===== config.mk =====
export PLATFORM = sky130hd
export DESIGN_NAME = indexed_table_engine
export DESIGN_NICKNAME = d
export VERILOG_FILES = /design/src/hw/rtl/itbl_pkg.sv /design/src/hw/rtl/itbl_ram.sv /design/src/hw/rtl/indexed_table_engine.sv
export SDC_FILE = /design/constraint.sdc
export NUM_CORES = 2
export LEC_CHECK = 0
export ABC_CLOCK_PERIOD_IN_PS = 14390
export BUFFER_PORTS_ARGS = -buffer_cell sky130_fd_sc_hd__buf_2
export CORE_MARGIN = 2
export CORE_UTILIZATION = 55
export DETAILED_ROUTE_END_ITERATION = 7
export GPL_ROUTABILITY_DRIVEN = 1
export PLACE_DENSITY = 0.71
export SLEW_MARGIN = 10
export SYNTH_ARGS = -nofsm -noshare
export SYNTH_HDL_FRONTEND = slang
export SYNTH_HIERARCHICAL = 1
export SYNTH_SLANG_ARGS = --single-unit
export TNS_END_PERCENT = 50

===== constraint.sdc =====
create_clock -name clk_i -period 14.39 [get_ports clk_i]
set_input_delay 0 -clock clk_i [delete_from_list [all_inputs] [get_ports clk_i]]
set_output_delay 0 -clock clk_i [all_outputs]
set_load 0.005 [all_outputs]

===== src/hw/rtl/itbl_pkg.sv =====
// Shared constants and types for the indexed table engine.
// No dependencies; used by indexed_table_engine.
package itbl_pkg;

  localparam int unsigned DEPTH     = 64;
  localparam int unsigned WORD_BITS = 32;
  localparam int unsigned IDX_W     = $clog2(DEPTH);
  localparam int unsigned LEN_W     = IDX_W + 1;
  localparam int unsigned ACT_W     = 3;

  typedef enum logic [ACT_W-1:0] {
    ACT_APPEND = 3'd0,
    ACT_INSERT = 3'd1,
    ACT_REMOVE = 3'd2,
    ACT_READ   = 3'd3,
    ACT_FIND   = 3'd4
  } action_e;

  typedef enum logic [4:0] {
    S_IDLE    = 5'b00001,
    S_SHIFT   = 5'b00010,
    S_COMPACT = 5'b00100,
    S_READ    = 5'b01000,
    S_FIND    = 5'b10000
  } state_e;

endpackage


===== src/hw/rtl/itbl_ram.sv =====
// Generic single-write, single-read RAM with registered, enabled read port.
// No dependencies; used by indexed_table_engine for the entry store.
module itbl_ram #(
  parameter int unsigned WIDTH = 32,
  parameter int unsigned DEPTH = 64
) (
  input  logic                     clk_i,
  input  logic                     we_i,
  input  logic [$clog2(DEPTH)-1:0] waddr_i,
  input  logic [WIDTH-1:0]         wdata_i,
  input  logic                     re_i,
  input  logic [$clog2(DEPTH)-1:0] raddr_i,
  output logic [WIDTH-1:0]         rdata_o
);

  logic [WIDTH-1:0] mem_q [DEPTH];
  logic [WIDTH-1:0] rdata_q;

  always_ff @(posedge clk_i) begin
    if (we_i) begin
      mem_q[waddr_i] <= wdata_i;
    end
    if (re_i) begin
      rdata_q <= mem_q[raddr_i];
    end
  end

  assign rdata_o = rdata_q;

endmodule


===== src/hw/rtl/indexed_table_engine.sv =====
// Indexed table engine: ordered word table with append, insert, remove, read, find.
// Depends on itbl_pkg and itbl_ram.
//
// One transaction is taken at a time; in_ready_o is high only while the engine
// is idle and its output register is free. Append, insert at or past the end,
// refused adds, reads past the length and unused actions finish in the accept
// cycle. Read registers the word in the entry RAM, then emits it. Insert moves
// the entries from its position to the end up one place, then writes the word;
// remove and find walk all entries. Every result also waits for the output register.
// Each walk reads one word per cycle (a find can be held while a result is untaken)
// through the entry RAM's registered read port; shift and compact write back
// through its separate write port; compact and find share a single comparator.
// Entries are not cleared at reset, so the block is ready right after reset.
module indexed_table_engine (
  input  logic                             clk_i,
  input  logic                             rst_ni,
  input  logic                             in_valid_i,
  output logic                             in_ready_o,
  input  logic [itbl_pkg::ACT_W-1:0]       action_i,
  input  logic [itbl_pkg::LEN_W-1:0]       position_i,
  input  logic [itbl_pkg::WORD_BITS-1:0]   word_in_i,
  output logic                             out_valid_o,
  input  logic                             out_ready_i,
  output logic [itbl_pkg::WORD_BITS-1:0]   word_out_o,
  output logic [itbl_pkg::IDX_W-1:0]       match_index_o,
  output logic                             found_o,
  output logic [itbl_pkg::LEN_W-1:0]       table_length_o,
  output logic                             failed_o,
  output logic                             last_o
);

  itbl_pkg::state_e state_q, state_d;
  logic [itbl_pkg::LEN_W-1:0]     used_q, used_d;
  logic [itbl_pkg::LEN_W-1:0]     idx_q, idx_d;
  logic [itbl_pkg::LEN_W-1:0]     wr_q, wr_d;
  logic [itbl_pkg::LEN_W-1:0]     pos_q, pos_d;
  logic [itbl_pkg::WORD_BITS-1:0] word_q, word_d;
  logic                           dv_q, dv_d;
  logic                           pend_q, pend_d;
  logic [itbl_pkg::IDX_W-1:0]     pend_idx_q, pend_idx_d;

  logic                           out_valid_q, out_valid_d;
  logic [itbl_pkg::WORD_BITS-1:0] out_word_q;
  logic [itbl_pkg::IDX_W-1:0]     out_idx_q;
  logic                           out_found_q, out_fail_q, out_last_q;
  logic [itbl_pkg::LEN_W-1:0]     out_len_q;

  logic                           emit;
  logic [itbl_pkg::WORD_BITS-1:0] e_word;
  logic [itbl_pkg::IDX_W-1:0]     e_idx;
  logic                           e_found, e_fail, e_last;
  logic [itbl_pkg::LEN_W-1:0]     e_len;

  logic                           ram_we, ram_re;
  logic [itbl_pkg::IDX_W-1:0]     ram_waddr, ram_raddr;
  logic [itbl_pkg::WORD_BITS-1:0] ram_wdata, ram_rdata;

  logic                           out_free, accept, hit;
  logic [itbl_pkg::LEN_W-1:0]     idx_p1, idx_m1, used_p1;

  itbl_ram #(
    .WIDTH (itbl_pkg::WORD_BITS),
    .DEPTH (itbl_pkg::DEPTH)
  ) u_ram (
    .clk_i   (clk_i),
    .we_i    (ram_we),
    .waddr_i (ram_waddr),
    .wdata_i (ram_wdata),
    .re_i    (ram_re),
    .raddr_i (ram_raddr),
    .rdata_o (ram_rdata)
  );

  assign out_free   = !out_valid_q || out_ready_i;
  assign in_ready_o = (state_q == itbl_pkg::S_IDLE) && out_free;
  assign accept     = in_valid_i && in_ready_o;
  assign idx_p1     = idx_q + itbl_pkg::LEN_W'(1);
  assign idx_m1     = idx_q - itbl_pkg::LEN_W'(1);
  assign used_p1    = used_q + itbl_pkg::LEN_W'(1);
  assign hit        = dv_q && (ram_rdata == word_q);

  always_comb begin
    state_d    = state_q;
    used_d     = used_q;
    idx_d      = idx_q;
    wr_d       = wr_q;
    pos_d      = pos_q;
    word_d     = word_q;
    dv_d       = dv_q;
    pend_d     = pend_q;
    pend_idx_d = pend_idx_q;
    ram_we     = 1'b0;
    ram_waddr  = '0;
    ram_wdata  = '0;
    ram_re     = 1'b0;
    ram_raddr  = '0;
    emit       = 1'b0;
    e_word     = '0;
    e_idx      = '0;
    e_found    = 1'b0;
    e_fail     = 1'b0;
    e_last     = 1'b1;
    e_len      = used_q;

    unique case (state_q)
      itbl_pkg::S_IDLE: begin
        if (accept) begin
          pos_d  = position_i;
          word_d = word_in_i;
          idx_d  = '0;
          wr_d   = '0;
          dv_d   = 1'b0;
          pend_d = 1'b0;
          case (action_i) inside
            itbl_pkg::ACT_APPEND, itbl_pkg::ACT_INSERT: begin
              if (used_q == itbl_pkg::LEN_W'(itbl_pkg::DEPTH)) begin
                emit   = 1'b1;
                e_fail = 1'b1;
              end else if (action_i == itbl_pkg::ACT_INSERT && position_i < used_q) begin
                idx_d   = used_q;
                state_d = itbl_pkg::S_SHIFT;
              end else begin
                ram_we    = 1'b1;
                ram_waddr = used_q[itbl_pkg::IDX_W-1:0];
                ram_wdata = word_in_i;
                used_d    = used_p1;
                emit      = 1'b1;
                e_len     = used_p1;
              end
            end
            itbl_pkg::ACT_REMOVE: state_d = itbl_pkg::S_COMPACT;
            itbl_pkg::ACT_READ: begin
              if (position_i < used_q) begin
                ram_re    = 1'b1;
                ram_raddr = position_i[itbl_pkg::IDX_W-1:0];
                state_d   = itbl_pkg::S_READ;
              end else begin
                emit   = 1'b1;
                e_fail = 1'b1;
              end
            end
            itbl_pkg::ACT_FIND: state_d = itbl_pkg::S_FIND;
            default: emit = 1'b1;
          endcase
        end
      end

      itbl_pkg::S_SHIFT: begin
        if (dv_q) begin
          ram_we    = 1'b1;
          ram_waddr = idx_p1[itbl_pkg::IDX_W-1:0];
          ram_wdata = ram_rdata;
        end
        if (idx_q > pos_q) begin
          ram_re    = 1'b1;
          ram_raddr = idx_m1[itbl_pkg::IDX_W-1:0];
          idx_d     = idx_m1;
          dv_d      = 1'b1;
        end else begin
          dv_d = 1'b0;
          if (!dv_q && out_free) begin
            ram_we    = 1'b1;
            ram_waddr = pos_q[itbl_pkg::IDX_W-1:0];
            ram_wdata = word_q;
            used_d    = used_p1;
            emit      = 1'b1;
            e_len     = used_p1;
            state_d   = itbl_pkg::S_IDLE;
          end
        end
      end

      itbl_pkg::S_COMPACT: begin
        if (dv_q && !hit) begin
          ram_we    = 1'b1;
          ram_waddr = wr_q[itbl_pkg::IDX_W-1:0];
          ram_wdata = ram_rdata;
          wr_d      = wr_q + itbl_pkg::LEN_W'(1);
        end
        if (idx_q < used_q) begin
          ram_re    = 1'b1;
          ram_raddr = idx_q[itbl_pkg::IDX_W-1:0];
          idx_d     = idx_p1;
          dv_d      = 1'b1;
        end else begin
          dv_d = 1'b0;
          if (!dv_q && out_free) begin
            used_d  = wr_q;
            emit    = 1'b1;
            e_len   = wr_q;
            state_d = itbl_pkg::S_IDLE;
          end
        end
      end

      itbl_pkg::S_READ: begin
        if (out_free) begin
          emit    = 1'b1;
          e_word  = ram_rdata;
          state_d = itbl_pkg::S_IDLE;
        end
      end

      itbl_pkg::S_FIND: begin
        // a held match goes out only once the next match or the end is seen
        if (!(hit && pend_q && !out_free)) begin
          if (hit) begin
            if (pend_q) begin
              emit    = 1'b1;
              e_idx   = pend_idx_q;
              e_found = 1'b1;
              e_last  = 1'b0;
            end
            pend_d     = 1'b1;
            pend_idx_d = idx_m1[itbl_pkg::IDX_W-1:0];
          end
          if (idx_q < used_q) begin
            ram_re    = 1'b1;
            ram_raddr = idx_q[itbl_pkg::IDX_W-1:0];
            idx_d     = idx_p1;
            dv_d      = 1'b1;
          end else begin
            dv_d = 1'b0;
            if (!dv_q && out_free) begin
              emit    = 1'b1;
              e_found = pend_q;
              e_idx   = pend_q ? pend_idx_q : '0;
              state_d = itbl_pkg::S_IDLE;
            end
          end
        end
      end

      default: state_d = itbl_pkg::S_IDLE;
    endcase
  end

  always_comb begin
    if (emit) begin
      out_valid_d = 1'b1;
    end else if (out_ready_i) begin
      out_valid_d = 1'b0;
    end else begin
      out_valid_d = out_valid_q;
    end
  end

  always_ff @(posedge clk_i or negedge rst_ni) begin
    if (!rst_ni) begin
      state_q     <= itbl_pkg::S_IDLE;
      used_q      <= '0;
      dv_q        <= 1'b0;
      pend_q      <= 1'b0;
      out_valid_q <= 1'b0;
    end else begin
      state_q     <= state_d;
      used_q      <= used_d;
      dv_q        <= dv_d;
      pend_q      <= pend_d;
      out_valid_q <= out_valid_d;
    end
  end

  always_ff @(posedge clk_i) begin
    idx_q      <= idx_d;
    wr_q       <= wr_d;
    pos_q      <= pos_d;
    word_q     <= word_d;
    pend_idx_q <= pend_idx_d;
    if (emit) begin
      out_word_q  <= e_word;
      out_idx_q   <= e_idx;
      out_found_q <= e_found;
      out_fail_q  <= e_fail;
      out_last_q  <= e_last;
      out_len_q   <= e_len;
    end
  end

  assign out_valid_o    = out_valid_q;
  assign word_out_o     = out_word_q;
  assign match_index_o  = out_idx_q;
  assign found_o        = out_found_q;
  assign table_length_o = out_len_q;
  assign failed_o       = out_fail_q;
  assign last_o         = out_last_q;

  a_used_bound: assert property (@(posedge clk_i) disable iff (!rst_ni)
    used_q <= itbl_pkg::LEN_W'(itbl_pkg::DEPTH))
    else $error("fill count past capacity");

  a_shift_range: assert property (@(posedge clk_i) disable iff (!rst_ni)
    state_q == itbl_pkg::S_SHIFT |-> (idx_q >= pos_q) && (pos_q < used_q))
    else $error("insert shift out of range");

  a_compact_order: assert property (@(posedge clk_i) disable iff (!rst_ni)
    state_q == itbl_pkg::S_COMPACT |-> wr_q <= idx_q)
    else $error("compaction write pointer ahead of read pointer");

  a_emit_free: assert property (@(posedge clk_i) disable iff (!rst_ni)
    emit |-> out_free)
    else $error("result loaded over an untaken result");

endmodule

* After elaboration in Yosys (flattened, before gate mapping) *
Memories as Yosys holds them, arrays and structs flattened. A register that Yosys moved wholly into a read port is not among the register bits.
Index checks and enable logic that the tools add are counted.
W data, S select, Z words.

storage, ports and cells
  flip-flop bits (word level) = 122
  bits in writable memories = 2048
  memories = 1

cells by class
  $add $sub $neg = 4
  order comparisons = 3
  equality and inequality tests = 22
  mux-type cells = 117
  bitwise operators = 3
  reductions and logical operators = 29

memories
  memory       depth  bits a word  rd ports  clocked after Yosys merged registers in  wr ports  line            RTL
  u_ram.mem_q  64     32           1         1                                        1         itbl_ram.sv:16  logic [WIDTH-1:0] mem_q [DEPTH];

operators with widths
  operator               number
  $mux W32               8
  $mux W6                20
  $mux W7                17
  $pmux W32 S3           1
  $mux W5                13
  $mux W1                47
  $eq A32 B32 Y1         1
  $pmux W7 S4            1
  $pmux W5 S5            1
  $pmux W6 S4            1
  $add A7 B1 Y7 const B  3
  $pmux W7 S3            1
  $pmux W6 S3            1
  $lt A7 B7 Y1           2
  $ne A2 B2 Y1 const B   7
  $pmux W7 S2            1
  $reduce_and A3 Y1      3
  $logic_and A1 B1 Y1    8
  $pmux W1 S4            2
  $reduce_and A4 Y1      2
  $reduce_and A8 Y1      1
  $eq A7 B7 Y1 const B   1
  $gt A7 B7 Y1           1
  $sub A7 B1 Y7 const B  1
  23 further kinds       34

* Logic depth before layout (Yosys ltp) *
  depth in word-level cells = 9
  mapped depth = 20
  mapped depth without buffers = 14

* Cells and area by module *
Netlist, hierarchy kept.

modules (own cells, without submodules)
  module                instances  cells an instance  area each (um^2)
  itbl_ram              1          3511               79359.9
  indexed_table_engine  1          658                6942.9

* Worst setup path before layout *
OpenSTA, ideal clock, no wires.

  path type = flip-flop to flip-flop
  from = register used_q[4] (netlist bit)
  to = memory u_ram.mem_q[28][0] (enable)
  data arrival time = 4.712 ns
  data required time = 13.969 ns
  path slack = 9.257 ns
  cell stages (with the launch flop) = 16
  path buffers = 4
  cell sequence = dfrtp_1 > inv_1 > ha_1 > and4_1 > o21ai_1 > o211a_1 > buf_2 > nor4b_4 > buf_4 > a221oi_1 > o21ai_0 > clkbuf_1 > or3b_2 > or2_2 > clkbuf_1 > nor2_1

on the way
  elaborated cells between the ends (all ways) = 15
  those cells by class = order compare (1); eq/ne (1); mux (12); reduce/logical (1)

RTL lines
  element                  line                         RTL
  from (decl)              indexed_table_engine.sv:33   logic [itbl_pkg::LEN_W-1:0] used_q, used_d;
  from (signal assigned)   indexed_table_engine.sv:257  used_q <= used_d;
  $lt A7 B7 Y1             indexed_table_engine.sv:119  end else if (action_i == itbl_pkg::ACT_INSERT && position_i < used_q) begin
  $logic_and A1 B1 Y1      indexed_table_engine.sv:119
  $mux W6                  indexed_table_engine.sv:119
  $mux W6 (*)              indexed_table_engine.sv:116  if (used_q == itbl_pkg::LEN_W'(itbl_pkg::DEPTH)) begin
  $mux W6 (*)              indexed_table_engine.sv:114  case (action_i) inside
  $mux W6 (*)              indexed_table_engine.sv:107  if (accept) begin
  $pmux W6 S3 (*)          indexed_table_engine.sv:105  unique case (state_q)
  via ram_waddr (one bit)  indexed_table_engine.sv:55   logic [itbl_pkg::IDX_W-1:0] ram_waddr, ram_raddr;
  to (decl)                itbl_ram.sv:16

Mark *: on every way through the listed nets, which the timed path passes. The rest lies on a longest branch.

* Worst setup path in the final report *
  from = register used_q[4] (netlist bit)
  to = register u_ram.rdata_q[21], in the netlist u_ram/rdata_o[21] (read register of u_ram.mem_q), data pin

on the way
  word-level cells in the longest chain between the ends = 7
  elaborated cells between the ends (all ways) = 18
  those cells by class = order compare (2); mux (16)

ends and longest elaborated chain
  element                  line                         RTL
  $lt A7 B7 Y1             indexed_table_engine.sv:133  if (position_i < used_q) begin
  $mux W6                  indexed_table_engine.sv:133
  $mux W6 (3 in series)    indexed_table_engine.sv:114
  $mux W6                  indexed_table_engine.sv:107
  $pmux W6 S4 (*)          indexed_table_engine.sv:105
  via ram_raddr (one bit)  indexed_table_engine.sv:55
  to (decl)                itbl_ram.sv:17               logic [WIDTH-1:0] rdata_q;

Marked as above.
A chain may end at the register's enable or synchronous reset.

==> flow_metrics.tcl <==
set metrics [dict create \
    outcome "finished clean" \
    die_w_um 400 \
    min_period_ns 6.98 \
    clockBufferDepth 3 \
    core-area_um2 156000 \
    final_cells 6678 \
    root_buffer "clkbuf_16" \
    holdPathStages 3 \
    synthCells 4169 \
    timing.rr.end "u_ram/rdata_o[21]$_DFFE_PP_" \
    clk_latency_ns 0.85 \
    critical_path_class "flip-flop to flip-flop" \
    worstHoldStart "action_i[2]" \
    gp_congestion 0.911 \
    grt_max_degree 98 \
    cts_resized 0 \
    final_cell_mix "edfxtp_1, mux4_2, clkbuf_16" \
    grt_pass1_wl_mm 315 \
    required_ns 14.92 \
    cts_hold_buffers 88 \
    end_kind "flip-flop" \
    yosysWarnings 6 \
    antenna_found_initial 7 \
    num_rows 145 \
    max_freq_ghz 0.143 \
    hpwl_mm 123 \
    netlist_area_um2 86300 \
    vias 44600 \
    syn_to_final_growth_pct 12.4 \
    port_buffers 95 \
    slew_violations 0 \
    ys_ff_latch 2202 \
    slew_headroom 0.173 \
    yosysSeqAreaShare 0.765 \
    p_leak_nw 30.1 \
    rrSetupSlack_ns 7.41 \
    cts_tree "yes" \
    rsz0062_at_grt "false" \
    synth_nets 4241 \
    max_slew.worst_pin.slew_ns 1.24 \
    antenna_left 0 \
    finalHoldViolCount 0 \
    r2r_start "used_q[4]$_DFF_PN0_" \
    fin_skew_ns 0.0270 \
    powerDensity_nw_per_um2 161 \
    cp.arrival_ns 7.51 \
    async_reset_ff_frac 0.00681 \
    crit_path_start_kind "flip-flop" \
    cp_max_fo 76 \
    drv_cap 0 \
    drive_gt1_frac 0.233 \
    post_cts_buffers 0 \
    drt-total-wl_mm 221 \
    groute.usage.overall 0.279 \
    drc 0 \
    clock-sinks 2202 \
    grt_overflow 0 \
    nFillCells 10500 \
    ir_drop_mv 0.137 \
    die_h_um 400 \
    dieArea_um2 160000 \
    hp-class "input port to flip-flop" \
    drtIter0Drc 6466 \
    cts_max_level 4 \
    avgRoutedWirePerCell_um 33.1 \
    final_common_cell "edfxtp_1" \
    dp_cells 6216 \
    timing.final.crit_share 0.485 \
    dr.pass1.iters 6 \
    synth_edf_count 2187 \
    avgSynthCellArea_um2 20.7 \
    reg2reg_depth 16 \
    holdPathEnd "failed_o$_SDFFCE_PN0P_" \
    tns_ns 0 \
    pin_count 96 \
    clkSlewWorstSetupHoldPaths_ns 0.06 \
    initial_core_util 0.553 \
    setup_viol 0 \
    finalNetCount 4527 \
    yosysUniqueCellTypes 75 \
    grt_pass1_vias 43900 \
    cts-buffers-inserted 207 \
    routed_via_density 6.68 \
    synthFlopType "edfxtp_1" \
]
[per-stage QoR]
| step | setup slack (ns) | instance area (µm²) | hold slack [ns] | util | power [mW] |
|---|---|---|---|---|---|
| 3_5_place_dp | 7.59 | 89600 | -0.0440 | 0.574 | 10.4 |
| 2_1_floorplan | 9.26 | 86300 | -0.296 | - | 9.43 |
| 3_3_place_gp | 7.63 | 89600 | -0.0309 | 0.574 | 10.3 |
| 6_report | 7.41 | 97000 | 0.249 | 0.622 | 15.6 |
| 4_1_cts | 7.56 | 97000 | 0.156 | 0.622 | 15.6 |
| 5_1_grt | 7.04 | 97000 | 0.237 | 0.622 | 16.1 |
[worst max-delay path by stage]
| stage | startpoint | endpoint | slack (ns) | cells past startpoint |
|---|---|---|---|---|
| 3_5_place_dp | idx_q[2]$_DFFE_PP_ | u_ram/rdata_o[21]$_DFFE_PP_ | 7.59 | 15 |
| 3_3_place_gp | idx_q[2]$_DFFE_PP_ | u_ram/rdata_o[21]$_DFFE_PP_ | 7.63 | 15 |
| 6_report | used_q[4]$_DFF_PN0_ | u_ram/rdata_o[21]$_DFFE_PP_ | 7.41 | 16 |
| 5_1_grt | used_q[2]$_DFF_PN0_ | u_ram/rdata_o[21]$_DFFE_PP_ | 7.04 | 16 |
| 4_1_cts | used_q[2]$_DFF_PN0_ | u_ram/rdata_o[21]$_DFFE_PP_ | 7.56 | 16 |
| 2_1_floorplan | used_q[4]$_DFF_PN0_ | u_ram/mem_q[28][0]$_DFFE_PP_ | 9.26 | 15 |
[cell usage after synthesis (5+ instances only)]
cell	number	area (µm²)
or2_2	7	43.8
edfxtp_1	2187	65700
a221oi_1	10	87.6
ha_1	26	325
buf_1	8	30.0
a311o_1	12	120
a22o_1	13	114
a221o_1	8	80.1
o22a_1	13	114
and4_1	7	61.3
nand2b_1	15	93.8
a311oi_1	5	43.8
buf_6	31	349
a211o_1	12	105
o211ai_1	19	143
o22ai_1	45	282
buf_4	32	240
mux2i_1	191	1910
nand3_1	73	365
a211oi_1	26	195
nand4_1	16	100
dfrtp_1	14	350
mux4_2	446	10000
clkbuf_1	86	323
nor2_1	137	514
xor2_1	9	78.8
nand2_1	129	484
xnor2_1	41	359
o221ai_1	19	166
inv_1	29	109
a21oi_1	37	185
nor3_1	16	80.1
buf_8	5	75.1
buf_2	69	345
o21ai_0	52	260
nor2b_1	25	156
and2_1	38	238
a22oi_1	159	1190
a31oi_1	24	150
nand3b_1	7	52.6
and3_1	15	93.8
[worst max-delay path: stages (launching register included)]
cell,delay [ns]
dfrtp_1,0.45
inv_1,0.18
ha_1,0.34
a211oi_1,0.31
nor2_1,0.09
a211oi_1,0.54
nand2_1,0.26
a41oi_4,0.39
nand2_1,0.09
o211ai_1,0.17
buf_12,0.50
buf_4,0.55
buf_4,0.68
mux4_2,0.61
a22o_1,0.25
nor3_1,0.96
a311oi_1,0.08
[power by group]
part	switching (mW)	internal, mW	total [mW]
Sequential	0.180	7.40	7.58
Combinational	1.71	1.00	2.71
Clock	2.34	2.96	5.30
[area by class of cell]
class	count	area, µm²	share of cell area
repair buffers	312	2360	0.0243
diodes	4	10.0	0.000103
clock buffers	255	5380	0.0555
inverters	29	109	0.00112
clock inverters	115	1150	0.0119
multi-input cells	1703	19400	0.200
well taps	2058	2570	0.0265
flip-flops and latches	2202	66000	0.681
[logic make-up (layout without fill, tap and decap cells)]
logic type | count (synthesis) | in the layout | share of synthesized area
AND/OR/NAND/NOR | 511 | 511 | 0.0292
buffers and inverters | 264 | 711 | 0.0178
flip-flops | 2202 | 2202 | 0.765
XOR/XNOR | 50 | 50 | 0.00507
multiplexers | 637 | 637 | 0.139
AO/OA/AOI/OAI | 479 | 479 | 0.0403
adder cells (fa/ha/maj) | 26 | 26 | 0.00377
other | 0 | 4 | 0
[sequential cells by signal, summed over array words and instances, names as in the netlist]
register and count:
found_o 1, word_out_o 32, used_q 7, dv_q 1
pos_q 7, table_length_o 7, state_q 5, failed_o 1
u_ram/mem_q 2048, u_ram/rdata_o 32, out_valid_o 1, wr_q 7
idx_q 7, match_index_o 6, pend_q 1, pend_idx_q 6
last_o 1, word_q 32
[layer usage]
metal  global-route usage  wire length [µm]
met3               0.0627             25600
met2                0.437            105000
met4               0.0914              7170
met1                0.394             83100
met5                    0                19
No activity file was read; power rests on OpenSTA's default activity.
